## src/sv/wilder_rsi_defines.svh

```systemverilog
// Assertion macros for the Wilder RSI block.
// Taken in by the modules that check their own logic; no other dependencies.
`ifndef WILDER_RSI_DEFINES_SVH
`define WILDER_RSI_DEFINES_SVH

`ifndef ASSERT_OFF

// Check a property on every rising clock edge, quiet while reset is held.
`define WRSI_ASSERT(lbl, clk, rst_n, prop, msg) \
  lbl: assert property (@(posedge clk) disable iff (!rst_n) prop) else $error(msg);

// Check a property on every rising clock edge, reset included.
`define WRSI_ASSERT_ALWAYS(lbl, clk, prop, msg) \
  lbl: assert property (@(posedge clk) prop) else $error(msg);

`else

`define WRSI_ASSERT(lbl, clk, rst_n, prop, msg)
`define WRSI_ASSERT_ALWAYS(lbl, clk, prop, msg)

`endif

`endif

```

## src/sv/wrsi_pkg.sv

```systemverilog
`timescale 1ns / 1ps
// Shared types and constants of the Wilder RSI block.
// No dependencies; used by wrsi_outreg and wilder_rsi.
package wrsi_pkg;

  localparam int unsigned PRICE_W        = 32;  // close price port width
  localparam int unsigned RSI_W          = 23;  // rsi value port width
  localparam int unsigned PERIOD_W       = 7;
  localparam int unsigned MAX_PERIOD_DEF = 64;
  localparam int unsigned PRICE_BITS_DEF = 32;

  localparam logic [PERIOD_W-1:0] PERIOD_RESET = 7'd14;
  localparam logic [PERIOD_W-1:0] PERIOD_MIN   = 7'd2;
  localparam logic [PERIOD_W-1:0] SEEDED_MARK  = 7'h7F;

  localparam logic [RSI_W-1:0] RSI_FULL = 23'd6553600;  // 100.0
  localparam logic [RSI_W-1:0] RSI_HALF = 23'd3276800;  // 50.0

  typedef enum logic [2:0] {
    ST_IDLE,
    ST_CALC,
    ST_LOADG,
    ST_LOADL,
    ST_DIV,
    ST_CHECK,
    ST_RATIO,
    ST_FIN
  } state_e;

  typedef struct packed {
    logic [RSI_W-1:0] rsi;
    logic             ready;
    logic             zero_loss;
  } res_t;

endpackage

```

## src/sv/wilder_rsi.sv

```systemverilog
`timescale 1ns / 1ps
// Top level of the Wilder RSI block: sequencer, state and datapath.
// Depends on wrsi_pkg, wrsi_cmpsub, wrsi_outreg and wilder_rsi_defines.svh.
//
//   channel   direction  handshake                payload
//   -------   ---------  -----------------------  ------------------------------------
//   input     in         in_valid_i / in_stall_o  close_price_i
//   output    out        out_valid_o/out_stall_i  rsi_value_o, ready_res_o, zero_loss_o
//   config    in         cfg_we_i                 cfg_wdata_i (period)
//
// A bar that updates the averages runs two divisions by the period and a 23-digit ratio
// through the one compare-subtract unit; the next bar is taken once the sequencer is back
// in idle. A zero loss average skips the ratio; a bar before seeding skips the divisions
// and the ratio.
// Reset clears the period to 14 and all running state; no clearing pass is needed.
// The input stalls while a bar is worked on; a result waits in the output register, so the
// next bar is accepted while that result is still stalled.
`include "wilder_rsi_defines.svh"

module wilder_rsi #(
  parameter int unsigned MAX_PERIOD = wrsi_pkg::MAX_PERIOD_DEF,
  parameter int unsigned PRICE_BITS = wrsi_pkg::PRICE_BITS_DEF
) (
  input  logic                          clk_i,
  input  logic                          rst_ni,
  // bar input
  input  logic                          in_valid_i,
  output logic                          in_stall_o,
  input  logic [wrsi_pkg::PRICE_W-1:0]  close_price_i,
  // result output
  output logic                          out_valid_o,
  input  logic                          out_stall_i,
  output logic [wrsi_pkg::RSI_W-1:0]    rsi_value_o,
  output logic                          ready_res_o,
  output logic                          zero_loss_o,
  // period register
  input  logic                          cfg_we_i,
  input  logic [wrsi_pkg::PERIOD_W-1:0] cfg_wdata_i
);

  // Averages carry six bits of headroom for the seed sums.
  localparam int unsigned AVG_BITS = PRICE_BITS + 6;
  // Smoothing dividend avg*(p-1)+x needs seven more bits plus a carry.
  localparam int unsigned DW       = AVG_BITS + 8;
  // Shared unit width: remainder of the ratio can reach twice gain+loss.
  localparam int unsigned UW       = AVG_BITS + 2;
  localparam int unsigned CW       = $clog2(DW);
  localparam int unsigned BW       = $clog2(wrsi_pkg::RSI_W);
  localparam int unsigned PW       = wrsi_pkg::PERIOD_W;
  localparam logic [PW-1:0] PCAP   = PW'((MAX_PERIOD > 127) ? 127 : MAX_PERIOD);

  wrsi_pkg::state_e state_q, state_d;

  // Running state.
  logic [PW-1:0]         period_q;
  logic [PRICE_BITS-1:0] last_q;
  logic                  have_last_q;
  logic [PW-1:0]         diff_q;
  logic [AVG_BITS-1:0]   gain_q;
  logic [AVG_BITS-1:0]   loss_q;

  // Sequencer control.
  logic          smooth_q;
  logic          sel_loss_q;
  logic [CW-1:0] cnt_q;
  logic          phase_q;

  // Per-bar working registers.
  logic [PRICE_BITS-1:0]      cur_q;
  logic [PRICE_BITS-1:0]      g_q;
  logic [PRICE_BITS-1:0]      l_q;
  logic [DW-1:0]              dvd_q;
  logic [UW-1:0]              rem_q;
  logic [wrsi_pkg::RSI_W-1:0] q_q;
  logic [BW-1:0]              bit_q;
  wrsi_pkg::res_t             res_q;

  logic [PRICE_BITS-1:0] price_in;
  logic [PW-1:0]         p_eff;
  logic [PW-1:0]         pm1;
  logic [PRICE_BITS-1:0] g_c;
  logic [PRICE_BITS-1:0] l_c;
  logic [AVG_BITS:0]     gsum_w;
  logic [AVG_BITS:0]     lsum_w;
  logic [AVG_BITS-1:0]   gsum;
  logic [AVG_BITS-1:0]   lsum;
  logic                  seed_end;
  logic [AVG_BITS-1:0]   mul_avg;
  logic [PRICE_BITS-1:0] mul_x;
  logic [AVG_BITS+6:0]   mul_prod;
  logic [DW-1:0]         dvd_load;
  logic [UW-1:0]         unit_r;
  logic [UW-1:0]         unit_den;
  logic [UW-1:0]         unit_r_out;
  logic                  unit_ge;
  logic [DW-1:0]         quot;
  logic                  div_last;
  logic                  res_load;
  logic                  out_free;
  wrsi_pkg::res_t        out_res;

  // Keep the low PRICE_BITS of the close, zero-extend when the price is wider.
  if (PRICE_BITS <= wrsi_pkg::PRICE_W) begin : g_price_trunc
    assign price_in = close_price_i[PRICE_BITS-1:0];
  end else begin : g_price_ext
    assign price_in = {{(PRICE_BITS - wrsi_pkg::PRICE_W){1'b0}}, close_price_i};
  end

  // Clamp the period into [2, MAX_PERIOD], with MAX_PERIOD capped at 127.
  assign p_eff = (period_q < wrsi_pkg::PERIOD_MIN) ? wrsi_pkg::PERIOD_MIN :
                 (period_q > PCAP) ? PCAP : period_q;
  assign pm1   = p_eff - PW'(1);

  // Split the bar's move into gain and loss.
  assign g_c = (cur_q > last_q) ? (cur_q - last_q) : '0;
  assign l_c = (cur_q < last_q) ? (last_q - cur_q) : '0;

  // Seed sums saturate at all ones.
  assign gsum_w = {1'b0, gain_q} + (AVG_BITS+1)'(g_c);
  assign lsum_w = {1'b0, loss_q} + (AVG_BITS+1)'(l_c);
  assign gsum   = gsum_w[AVG_BITS] ? '1 : gsum_w[AVG_BITS-1:0];
  assign lsum   = lsum_w[AVG_BITS] ? '1 : lsum_w[AVG_BITS-1:0];

  assign seed_end = ({1'b0, diff_q} + (PW+1)'(1)) >= {1'b0, p_eff};

  // One multiplier, shared between the gain and the loss dividend.
  assign mul_avg  = (state_q == wrsi_pkg::ST_LOADL) ? loss_q : gain_q;
  assign mul_x    = (state_q == wrsi_pkg::ST_LOADL) ? l_q : g_q;
  assign mul_prod = (AVG_BITS+7)'(mul_avg) * (AVG_BITS+7)'(pm1);
  assign dvd_load = smooth_q ? (DW'(mul_prod) + DW'(mul_x)) : DW'(mul_avg);

  // Operand select for the shared compare-subtract unit.
  always_comb begin
    unit_den = UW'(gain_q) + UW'(loss_q);
    unit_r   = rem_q;
    if (state_q == wrsi_pkg::ST_DIV) begin
      unit_den = UW'(p_eff);
      unit_r   = {rem_q[UW-2:0], dvd_q[DW-1]};
    end else if (state_q == wrsi_pkg::ST_RATIO) begin
      if (!phase_q) begin
        unit_r = {rem_q[UW-2:0], 1'b0};
      end else if (wrsi_pkg::RSI_FULL[bit_q]) begin
        unit_r = rem_q + UW'(gain_q);
      end
    end
  end

  wrsi_cmpsub #(
    .W (UW)
  ) u_cmpsub (
    .r_i   (unit_r),
    .den_i (unit_den),
    .r_o   (unit_r_out),
    .ge_o  (unit_ge)
  );

  assign quot     = {dvd_q[DW-2:0], unit_ge};
  assign div_last = (cnt_q == CW'(DW - 1));

  // Next state.
  always_comb begin
    state_d  = state_q;
    res_load = 1'b0;
    unique case (state_q)
      wrsi_pkg::ST_IDLE: begin
        if (in_valid_i) begin
          state_d = wrsi_pkg::ST_CALC;
        end
      end
      wrsi_pkg::ST_CALC: begin
        if (have_last_q && ((diff_q == wrsi_pkg::SEEDED_MARK) || seed_end)) begin
          state_d = wrsi_pkg::ST_LOADG;
        end else begin
          state_d = wrsi_pkg::ST_FIN;
        end
      end
      wrsi_pkg::ST_LOADG,
      wrsi_pkg::ST_LOADL: begin
        state_d = wrsi_pkg::ST_DIV;
      end
      wrsi_pkg::ST_DIV: begin
        if (div_last) begin
          state_d = sel_loss_q ? wrsi_pkg::ST_CHECK : wrsi_pkg::ST_LOADL;
        end
      end
      wrsi_pkg::ST_CHECK: begin
        state_d = (loss_q == '0) ? wrsi_pkg::ST_FIN : wrsi_pkg::ST_RATIO;
      end
      wrsi_pkg::ST_RATIO: begin
        if (phase_q && (bit_q == '0)) begin
          state_d = wrsi_pkg::ST_FIN;
        end
      end
      wrsi_pkg::ST_FIN: begin
        // Hand the result over as soon as the output slot is free.
        if (out_free) begin
          res_load = 1'b1;
          state_d  = wrsi_pkg::ST_IDLE;
        end
      end
      default: begin
        state_d = wrsi_pkg::ST_IDLE;
      end
    endcase
  end

  assign in_stall_o = (state_q != wrsi_pkg::ST_IDLE);

  always_ff @(posedge clk_i or negedge rst_ni) begin
    if (!rst_ni) begin
      state_q <= wrsi_pkg::ST_IDLE;
    end else begin
      state_q <= state_d;
    end
  end

  // Running state and sequencer control.
  always_ff @(posedge clk_i or negedge rst_ni) begin
    if (!rst_ni) begin
      period_q    <= wrsi_pkg::PERIOD_RESET;
      last_q      <= '0;
      have_last_q <= 1'b0;
      diff_q      <= '0;
      gain_q      <= '0;
      loss_q      <= '0;
      smooth_q    <= 1'b0;
      sel_loss_q  <= 1'b0;
      cnt_q       <= '0;
      phase_q     <= 1'b0;
    end else begin
      if (cfg_we_i) begin
        period_q <= cfg_wdata_i;
      end
      unique case (state_q)
        wrsi_pkg::ST_CALC: begin
          last_q      <= cur_q;
          have_last_q <= 1'b1;
          if (have_last_q) begin
            if (diff_q == wrsi_pkg::SEEDED_MARK) begin
              smooth_q <= 1'b1;
            end else begin
              // Accumulate the seed window; close it once p differences are in.
              gain_q   <= gsum;
              loss_q   <= lsum;
              smooth_q <= 1'b0;
              diff_q   <= seed_end ? wrsi_pkg::SEEDED_MARK : (diff_q + PW'(1));
            end
          end
        end
        wrsi_pkg::ST_LOADG: begin
          sel_loss_q <= 1'b0;
          cnt_q      <= '0;
        end
        wrsi_pkg::ST_LOADL: begin
          sel_loss_q <= 1'b1;
          cnt_q      <= '0;
        end
        wrsi_pkg::ST_DIV: begin
          cnt_q <= cnt_q + CW'(1);
          if (div_last) begin
            if (sel_loss_q) begin
              loss_q <= quot[AVG_BITS-1:0];
            end else begin
              gain_q <= quot[AVG_BITS-1:0];
            end
          end
        end
        wrsi_pkg::ST_CHECK: begin
          phase_q <= 1'b0;
        end
        wrsi_pkg::ST_RATIO: begin
          phase_q <= !phase_q;
        end
        default: begin
        end
      endcase
    end
  end

  // Working registers of the current bar.
  always_ff @(posedge clk_i) begin
    unique case (state_q)
      wrsi_pkg::ST_IDLE: begin
        if (in_valid_i) begin
          cur_q <= price_in;
        end
      end
      wrsi_pkg::ST_CALC: begin
        g_q   <= g_c;
        l_q   <= l_c;
        res_q <= '0;
      end
      wrsi_pkg::ST_LOADG,
      wrsi_pkg::ST_LOADL: begin
        dvd_q <= dvd_load;
        rem_q <= '0;
      end
      wrsi_pkg::ST_DIV: begin
        // Restoring division: shift a dividend bit in, quotient bits fill from below.
        rem_q <= unit_r_out;
        dvd_q <= quot;
      end
      wrsi_pkg::ST_CHECK: begin
        rem_q           <= '0;
        q_q             <= '0;
        bit_q           <= BW'(wrsi_pkg::RSI_W - 1);
        res_q.ready     <= 1'b1;
        res_q.zero_loss <= (loss_q == '0);
        if (loss_q != '0) begin
          res_q.rsi <= '0;
        end else if (gain_q == '0) begin
          res_q.rsi <= wrsi_pkg::RSI_HALF;
        end else begin
          res_q.rsi <= wrsi_pkg::RSI_FULL;
        end
      end
      wrsi_pkg::ST_RATIO: begin
        // Two half steps per digit of 100.0: double, then add gain where the digit is set.
        rem_q <= unit_r_out;
        if (!phase_q) begin
          q_q <= {q_q[wrsi_pkg::RSI_W-2:0], 1'b0} + {{(wrsi_pkg::RSI_W-1){1'b0}}, unit_ge};
        end else begin
          q_q <= q_q + {{(wrsi_pkg::RSI_W-1){1'b0}}, unit_ge};
          if (bit_q == '0) begin
            res_q.rsi <= q_q + {{(wrsi_pkg::RSI_W-1){1'b0}}, unit_ge};
          end else begin
            bit_q <= bit_q - BW'(1);
          end
        end
      end
      default: begin
      end
    endcase
  end

  wrsi_outreg u_outreg (
    .clk_i   (clk_i),
    .rst_ni  (rst_ni),
    .load_i  (res_load),
    .res_i   (res_q),
    .stall_i (out_stall_i),
    .valid_o (out_valid_o),
    .res_o   (out_res),
    .free_o  (out_free)
  );

  assign rsi_value_o = out_res.rsi;
  assign ready_res_o = out_res.ready;
  assign zero_loss_o = out_res.zero_loss;

  `WRSI_ASSERT(a_accept_to_calc, clk_i, rst_ni, (in_valid_i && !in_stall_o) |=> (state_q == wrsi_pkg::ST_CALC), "accepted bar not taken into calc")
  `WRSI_ASSERT(a_div_count, clk_i, rst_ni, (state_q == wrsi_pkg::ST_DIV) |-> (cnt_q < CW'(DW)), "division step count overrun")
  `WRSI_ASSERT(a_ready_seeded, clk_i, rst_ni, (res_load && res_q.ready) |-> (diff_q == wrsi_pkg::SEEDED_MARK), "ready result before seeding")

endmodule

```

## src/sv/wrsi_cmpsub.sv

```systemverilog
`timescale 1ns / 1ps
// Shared compare-and-subtract step used for every division and the ratio.
// No dependencies.
module wrsi_cmpsub #(
  parameter int unsigned W = 40
) (
  input  logic [W-1:0] r_i,
  input  logic [W-1:0] den_i,
  output logic [W-1:0] r_o,
  output logic         ge_o
);

  assign ge_o = (r_i >= den_i);
  assign r_o  = ge_o ? (r_i - den_i) : r_i;

endmodule

```

## src/sv/wrsi_outreg.sv

```systemverilog
`timescale 1ns / 1ps
// Output holding register of the Wilder RSI block: one result slot.
// Depends on wrsi_pkg and wilder_rsi_defines.svh.
`include "wilder_rsi_defines.svh"

module wrsi_outreg (
  input  logic          clk_i,
  input  logic          rst_ni,
  input  logic          load_i,
  input  wrsi_pkg::res_t res_i,
  input  logic          stall_i,
  output logic          valid_o,
  output wrsi_pkg::res_t res_o,
  output logic          free_o
);

  logic           valid_q;
  wrsi_pkg::res_t res_q;

  always_ff @(posedge clk_i or negedge rst_ni) begin
    if (!rst_ni) begin
      valid_q <= 1'b0;
    end else if (load_i) begin
      valid_q <= 1'b1;
    end else if (!stall_i) begin
      valid_q <= 1'b0;
    end
  end

  always_ff @(posedge clk_i) begin
    if (load_i) begin
      res_q <= res_i;
    end
  end

  assign valid_o = valid_q;
  assign res_o   = res_q;
  assign free_o  = !valid_q || !stall_i;

  `WRSI_ASSERT(a_zl_forced, clk_i, rst_ni, (valid_q && res_q.zero_loss) |-> ((res_q.rsi == wrsi_pkg::RSI_FULL) || (res_q.rsi == wrsi_pkg::RSI_HALF)), "zero loss result without forced rsi")
  `WRSI_ASSERT(a_notready_zero, clk_i, rst_ni, (valid_q && !res_q.ready) |-> ((res_q.rsi == '0) && !res_q.zero_loss), "unseeded result carries data")
  `WRSI_ASSERT(a_rsi_range, clk_i, rst_ni, valid_q |-> (res_q.rsi <= wrsi_pkg::RSI_FULL), "rsi above full scale")

endmodule
```

## config.mk

```make
export PLATFORM = sky130hd
export DESIGN_NAME = wilder_rsi
export DESIGN_NICKNAME = d
export VERILOG_FILES = /design/src/sv/wrsi_pkg.sv /design/src/sv/wilder_rsi.sv /design/src/sv/wrsi_cmpsub.sv /design/src/sv/wrsi_outreg.sv
export VERILOG_INCLUDE_DIRS = /design/src /design/src/sv
export SDC_FILE = /design/constraint.sdc
export NUM_CORES = 2
export LEC_CHECK = 0
export ABC_AREA = 1
export ABC_CLOCK_PERIOD_IN_PS = 5300
export BUFFER_PORTS_ARGS = -buffer_cell sky130_fd_sc_hd__buf_2
export CAP_MARGIN = 20
export CORE_ASPECT_RATIO = 0.6
export CORE_MARGIN = 2
export CORE_UTILIZATION = 60
export CTS_CLUSTER_DIAMETER = 30
export DETAILED_ROUTE_END_ITERATION = 10
export PLACE_DENSITY = 0.81
export SLEW_MARGIN = 40
export SYNTH_ARGS = -nofsm -noshare
export SYNTH_HDL_FRONTEND = slang
export SYNTH_SLANG_ARGS = --single-unit
```

## constraint.sdc

```tcl
create_clock -name clk_i -period 5.3 [get_ports clk_i]
set_input_delay 0 -clock clk_i [delete_from_list [all_inputs] [get_ports clk_i]]
set_output_delay 0 -clock clk_i [all_outputs]
set_load 0.02 [all_outputs]
```

==> results of run 1 <==
Yosys cell counts, types with 10 or more instances:
| cell type | instances | share of area [%] |
|---|---|---|
| a21boi_0 | 19 | 0.32 |
| a21o_1 | 33 | 0.55 |
| a21oi_1 | 437 | 4.8 |
| a221oi_1 | 28 | 0.54 |
| a22oi_1 | 18 | 0.30 |
| a31oi_1 | 106 | 1.5 |
| buf_1 | 14 | 0.12 |
| buf_2 | 50 | 0.55 |
| clkbuf_1 | 85 | 0.71 |
| dfrtp_1 | 133 | 7.4 |
| edfxtp_1 | 260 | 17 |
| fa_1 | 218 | 9.7 |
| ha_1 | 330 | 9.1 |
| inv_1 | 1149 | 9.6 |
| inv_2 | 12 | 0.10 |
| mux2_2 | 15 | 0.37 |
| mux2i_1 | 19 | 0.42 |
| nand2_1 | 1342 | 11 |
| nand2_2 | 11 | 0.15 |
| nand3_1 | 216 | 2.4 |
| nand3b_1 | 10 | 0.17 |
| nand4_1 | 56 | 0.78 |
| nor2_1 | 865 | 7.2 |
| nor3_1 | 76 | 0.84 |
| nor4_1 | 27 | 0.37 |
| o211ai_1 | 26 | 0.43 |
| o21a_1 | 20 | 0.33 |
| o21ai_0 | 532 | 5.9 |
| o21ai_1 | 17 | 0.19 |
| o21bai_1 | 55 | 0.91 |
| o22ai_1 | 23 | 0.32 |
| or2_2 | 26 | 0.36 |
| xnor2_1 | 44 | 0.85 |
| xor2_1 | 127 | 2.5 |
per-layer routing:
layer	global-route usage, %	GRT overflow
met1	81.3	4
met4	46.3	60
met5	36.2	2
met3	62.4	5
met2	80.9	70
stage by stage:
step / TNS (ps) / hold WS, ps / instances
detailed placement: -74600 / 70.3 / 8571
CTS: -44220 / 11.6 / 8862
floorplan: -7220 / -296 / 6533
global placement: -58630 / 59.7 / 8570
what timing repair did:
action	CTS
gates resized for setup	546
cloned	4
buffers inserted	90
hold buffers	57
hold endpoints to repair	122
endpoints found under the setup margin	89
pin swaps	215
logic make-up after synthesis:
| group | count (synthesis) | synth area share (%) |
|---|---|---|
| buf+inv | 1326 | 11.2 |
| mux | 34 | 0.795 |
| simple gates | 2664 | 24.0 |
| fa+ha+maj | 548 | 18.8 |
| flops | 397 | 24.9 |
| compound gates | 1354 | 16.9 |
| xor+xnor | 171 | 3.32 |
| other cells | 2 | 0.0166 |
==> summary.txt, run 1 <==
Status
  • Status: aborted with a tool error
  • Fail Step: global routing (5_1_grt)
  • Stop err: [ERROR GRT-0116] Global routing finished with congestion. Check the congestion regions in the DRC Viewer.

GRT
  • Largest net degree at the start of global routing: between 80 and 90
  • GRT Overall Usage: approximately 70%
  • Overflow left after global routing: 141
  • First-pass GRT wire length: 405000 um
  • Vias in the first global route: 61886

Yosys
  • Async S/R FF share, synth: 34.3%
  • Post-synthesis cell type count: 67
  • Ys flop type: edfxtp_1
  • Post-synthesis instance total: 6496
  • Register bit total from synthesis: 397
  • Number of flops mapped to enable cells by yosys: 260
  • Post-Syn Area per Cell: 6.95 sq um
  • Synth Cell Area: roughly 45000 sq um
  • Register area share after synthesis: 24.9%
  • Number of warnings issued by yosys: 0

Place
  • Detail Placement HPWL: about 180000 um
  • Worst slack, placed: -1450 ps
  • Port bufs: 70
  • GPL Wtd Cong: ~1.2
  • Placement Cell Area: 55900 sq um

Floorplanning
  • Die width: 358 um
  • # IOs: 71
  • Row cnt: 77
  • Die height: 217 um
  • Starting Density: 61.0%

Clock tree
  • Max H-tree Level: 3
  • Clock Sink Count: approximately 400
  • Max Buffers Root-to-Sink: 3
  • Inserted Clock Buffers: 78
  • Root Driver: clkbuf_16
==> run 2: changes to the inputs <==
Settings changed: ABC_CLOCK_PERIOD_IN_PS 5300 to 6900, CORE_ASPECT_RATIO 0.6 to not set, CORE_UTILIZATION 60 to 40, CTS_CLUSTER_DIAMETER 30 to not set, PLACE_DENSITY 0.81 to not set, PLACE_DENSITY_LB_ADDON set to 0.15.
Clock period 5.3 ns to 6.9 ns, I/O delays scaled along.
==> run 2 against run 1 <==
  * The run now ends clean
  * Area after synthesis unchanged
  * Synthesized cell count stayed put
==> summary.txt, run 2 <==
Timing
  • Final hold vios: 0
  • Final WS setup: 343 ps
  • Tmin final: 6560 ps
  • Rel. slew slack: 39.1%
  • Worst slew pin tran: between 800 and 900 ps
  • Max-slew violation count: 0
  • Tcrit/Tclk final: 95.0%
  • RSZ-0062 raised after global routing: yes
  • FMAX: 0.153 GHz
  • Final setup fails: 0
  • Post-Route Skew: around 45 ps

Clock tree
  • Clk_lat worst skew: 660 ps
  • Max H-tree Level: 2
  • CTS tree: yes
  • Inserted Clock Buffers: 51
  • Clock Sink Count: 397
  • Max Buffers Root-to-Sink: 3
  • Clock transition at path regs: roughly 60 ps
  • Root Driver: clkbuf_16

Floorplanning
  • Row cnt: about 120
  • Die width: 340 um
  • Die height: 340 um
  • Starting Density: 40.3%
  • CORE AREA: 112000 sq um
  • # IOs: 71
  • Die area: 116000 sq um

Finish
  • Max reg flops: 46
  • Share of cells above drive strength 1: 9.15%
  • P&R area growth vs syn: 15.1%
  • Most flops, register: dvd_q
  • Leading cell type in the layout, fill and taps excluded: nand2_1
  • Most frequent cells in the layout: nand2_1 (1336), inv_1 (1148), nor2_1 (854)
  • Biggest regs: dvd_q: 46 flops, rem_q: 40 flops
  • Layout Nets: 7470
  • Final Core Density: a little under half

Worst setup path
  • CP Class: flop to flop
  • Worst path slowest cell: fa_1
  • WP data required: a little over 7000 ps
  • Crit path largest cell delay: between 500 and 600 ps
  • Crit path from: period_q[1]
  • Crit-path max FO: 24
  • Worst reg2reg path startpoint: period_q[1]
  • Worst Path Arrival: 6920 ps
  • Worst path most repeated cell: inv_1
  • Crit end category: flop
  • Startpoint Class: flop

Yosys
  • Post-Syn Area per Cell: 6.95 sq um
  • Largest area contributor in the netlist: edfxtp_1
  • Register bit total from synthesis: 397
  • Number of warnings issued by yosys: 0
  • Register area share after synthesis: 24.9%
  • Number of flops mapped to enable cells by yosys: 260
  • Post-synthesis instance total: 6496
  • Synth Cell Area: between 40000 and 50000 sq um
  • Post-synth top area share: ~17%
  • Async S/R FF share, synth: 34.3%
  • Post-synthesis cell type count: 67
  • Top cells by area in the synthesized netlist: edfxtp_1 (17%), nand2_1 (11%), fa_1 (9.7%)
  • Post-synth top cells: nand2_1 (1342), inv_1 (1149), nor2_1 (865)
  • Count leader, synth: nand2_1
  • Ys flop type: edfxtp_1

Min path
  • Hold Path Origin: close_price_i[17]
  • Worst Hold Class: input port to flop

Place
  • Worst slack, placed: 84.8 ps
  • Detail Placement HPWL: roughly 170000 um
  • Port bufs: 70
  • GPL Wtd Cong: roughly 1.0

Route
  • DR vias/cell: 5.53
  • Post-Route WL: ~200000 um
  • Via Count: approximately 47000
  • Final ANT Viol Nets: 0
  • Drt pass-1 iters: 6
  • Residual DRC: 0
  • DR WL/cell: between 20 and 25 um
  • DRT iter0 DRCs: 5311

GRT
  • Vias in the first global route: 44741
  • Overflow left after global routing: 0
  • GRT Overall Usage: 34.4%
  • First-pass GRT wire length: 296000 um
  • Initial antenna violation count: 9
  • Largest net degree at the start of global routing: approximately 110

Status
  • Status: finished clean

Flow run
  • Max-cap check violation count: 0
-- run 2: cell counts after synthesis --
Identical to the previous run, type by type.
-- run 2: final timing paths --
kind                       depth (start not counted)  slack, ps                  to
max                                               33        340           dvd_q[14]
max reg2reg                                       33        340           dvd_q[14]
min                                                2         60           cur_q[17]
min reg2reg                                        0        420  u_outreg.res_o[14]
min in group asynchronous                          3        540         period_q[2]
max in group asynchronous                          5       5140           gain_q[0]
-- run 2: area by class of cell --
type	instances	area, sq um
Antenna cell	1	2.50
Clock buffer	61	1320
Clock inverter	34	485
Fill cell	11706	60200
Inverter	1165	4390
Multi-Input combinational cell	4810	29200
Sequential cell	397	11200
Tap cell	1500	1880
Timing Repair Buffer	453	3490
-- run 2: timing repair --
action,in CTS,in global routing
hold buffers,56,0
endpoints found under the setup margin,0,47
hold endpoints to repair,99,0
setup buffers,0,8
resized for setup,0,64
-- run 2: metrics by stage --
| step | cell area [sq um] | TNS, ps | hold WS (ps) | cells |
|---|---|---|---|---|
| CTS | 51800 | 0 | 19.5 | 8411 |
| global placement | 49300 | 0 | 62.2 | 8259 |
| global route | 52000 | -196 | 55.4 | 8421 |
| floorplan | 45300 | 0 | -296 | 6533 |
| finish | 52000 | 0 | 56.5 | 8421 |
| detailed placement | 49400 | 0 | 63.7 | 8260 |
-- run 2: logic make-up (layout without fill, tap and decap cells) --
group | after synthesis | in the layout | synth area share (%)
AND/OR/NAND/NOR | 2664 | 2664 | 24.0
AO/OA/AOI/OAI | 1354 | 1354 | 16.9
flip-flops | 397 | 397 | 24.9
multiplexers | 34 | 34 | 0.795
adder cells (fa/ha/maj) | 548 | 548 | 18.8
buffers and inverters | 1326 | 1713 | 11.2
other | 2 | 40 | 0.0166
XOR/XNOR | 171 | 171 | 3.32
-- run 2: worst max-delay path: cells and delay by family, from the launching register on --
kind                     cells  cell delay, ps
AO/OA/AOI/OAI                6             960
XOR/XNOR                     1             170
adder cells (fa/ha/maj)      5            2480
buffers and inverters       10             950
flip-flops                   1             550
AND/OR/NAND/NOR             11            1150
-- run 2: metal layers --
| metal | vias to the layer above | global-route usage, % | part of all wire (%) |
|---|---|---|---|
| li1 | 21828 | - | - |
| met1 | 22377 | 49.2 | 45 |
| met2 | 2016 | 52.3 | 43 |
| met3 | 357 | 5.85 | 8.5 |
| met4 | 12 | 11.7 | 4.1 |
| met5 | - | 0 | 0.039 |
Power of run 2 is not shown: default switching activity piles up to over one toggle a cycle in this logic, so the estimate is an artifact.
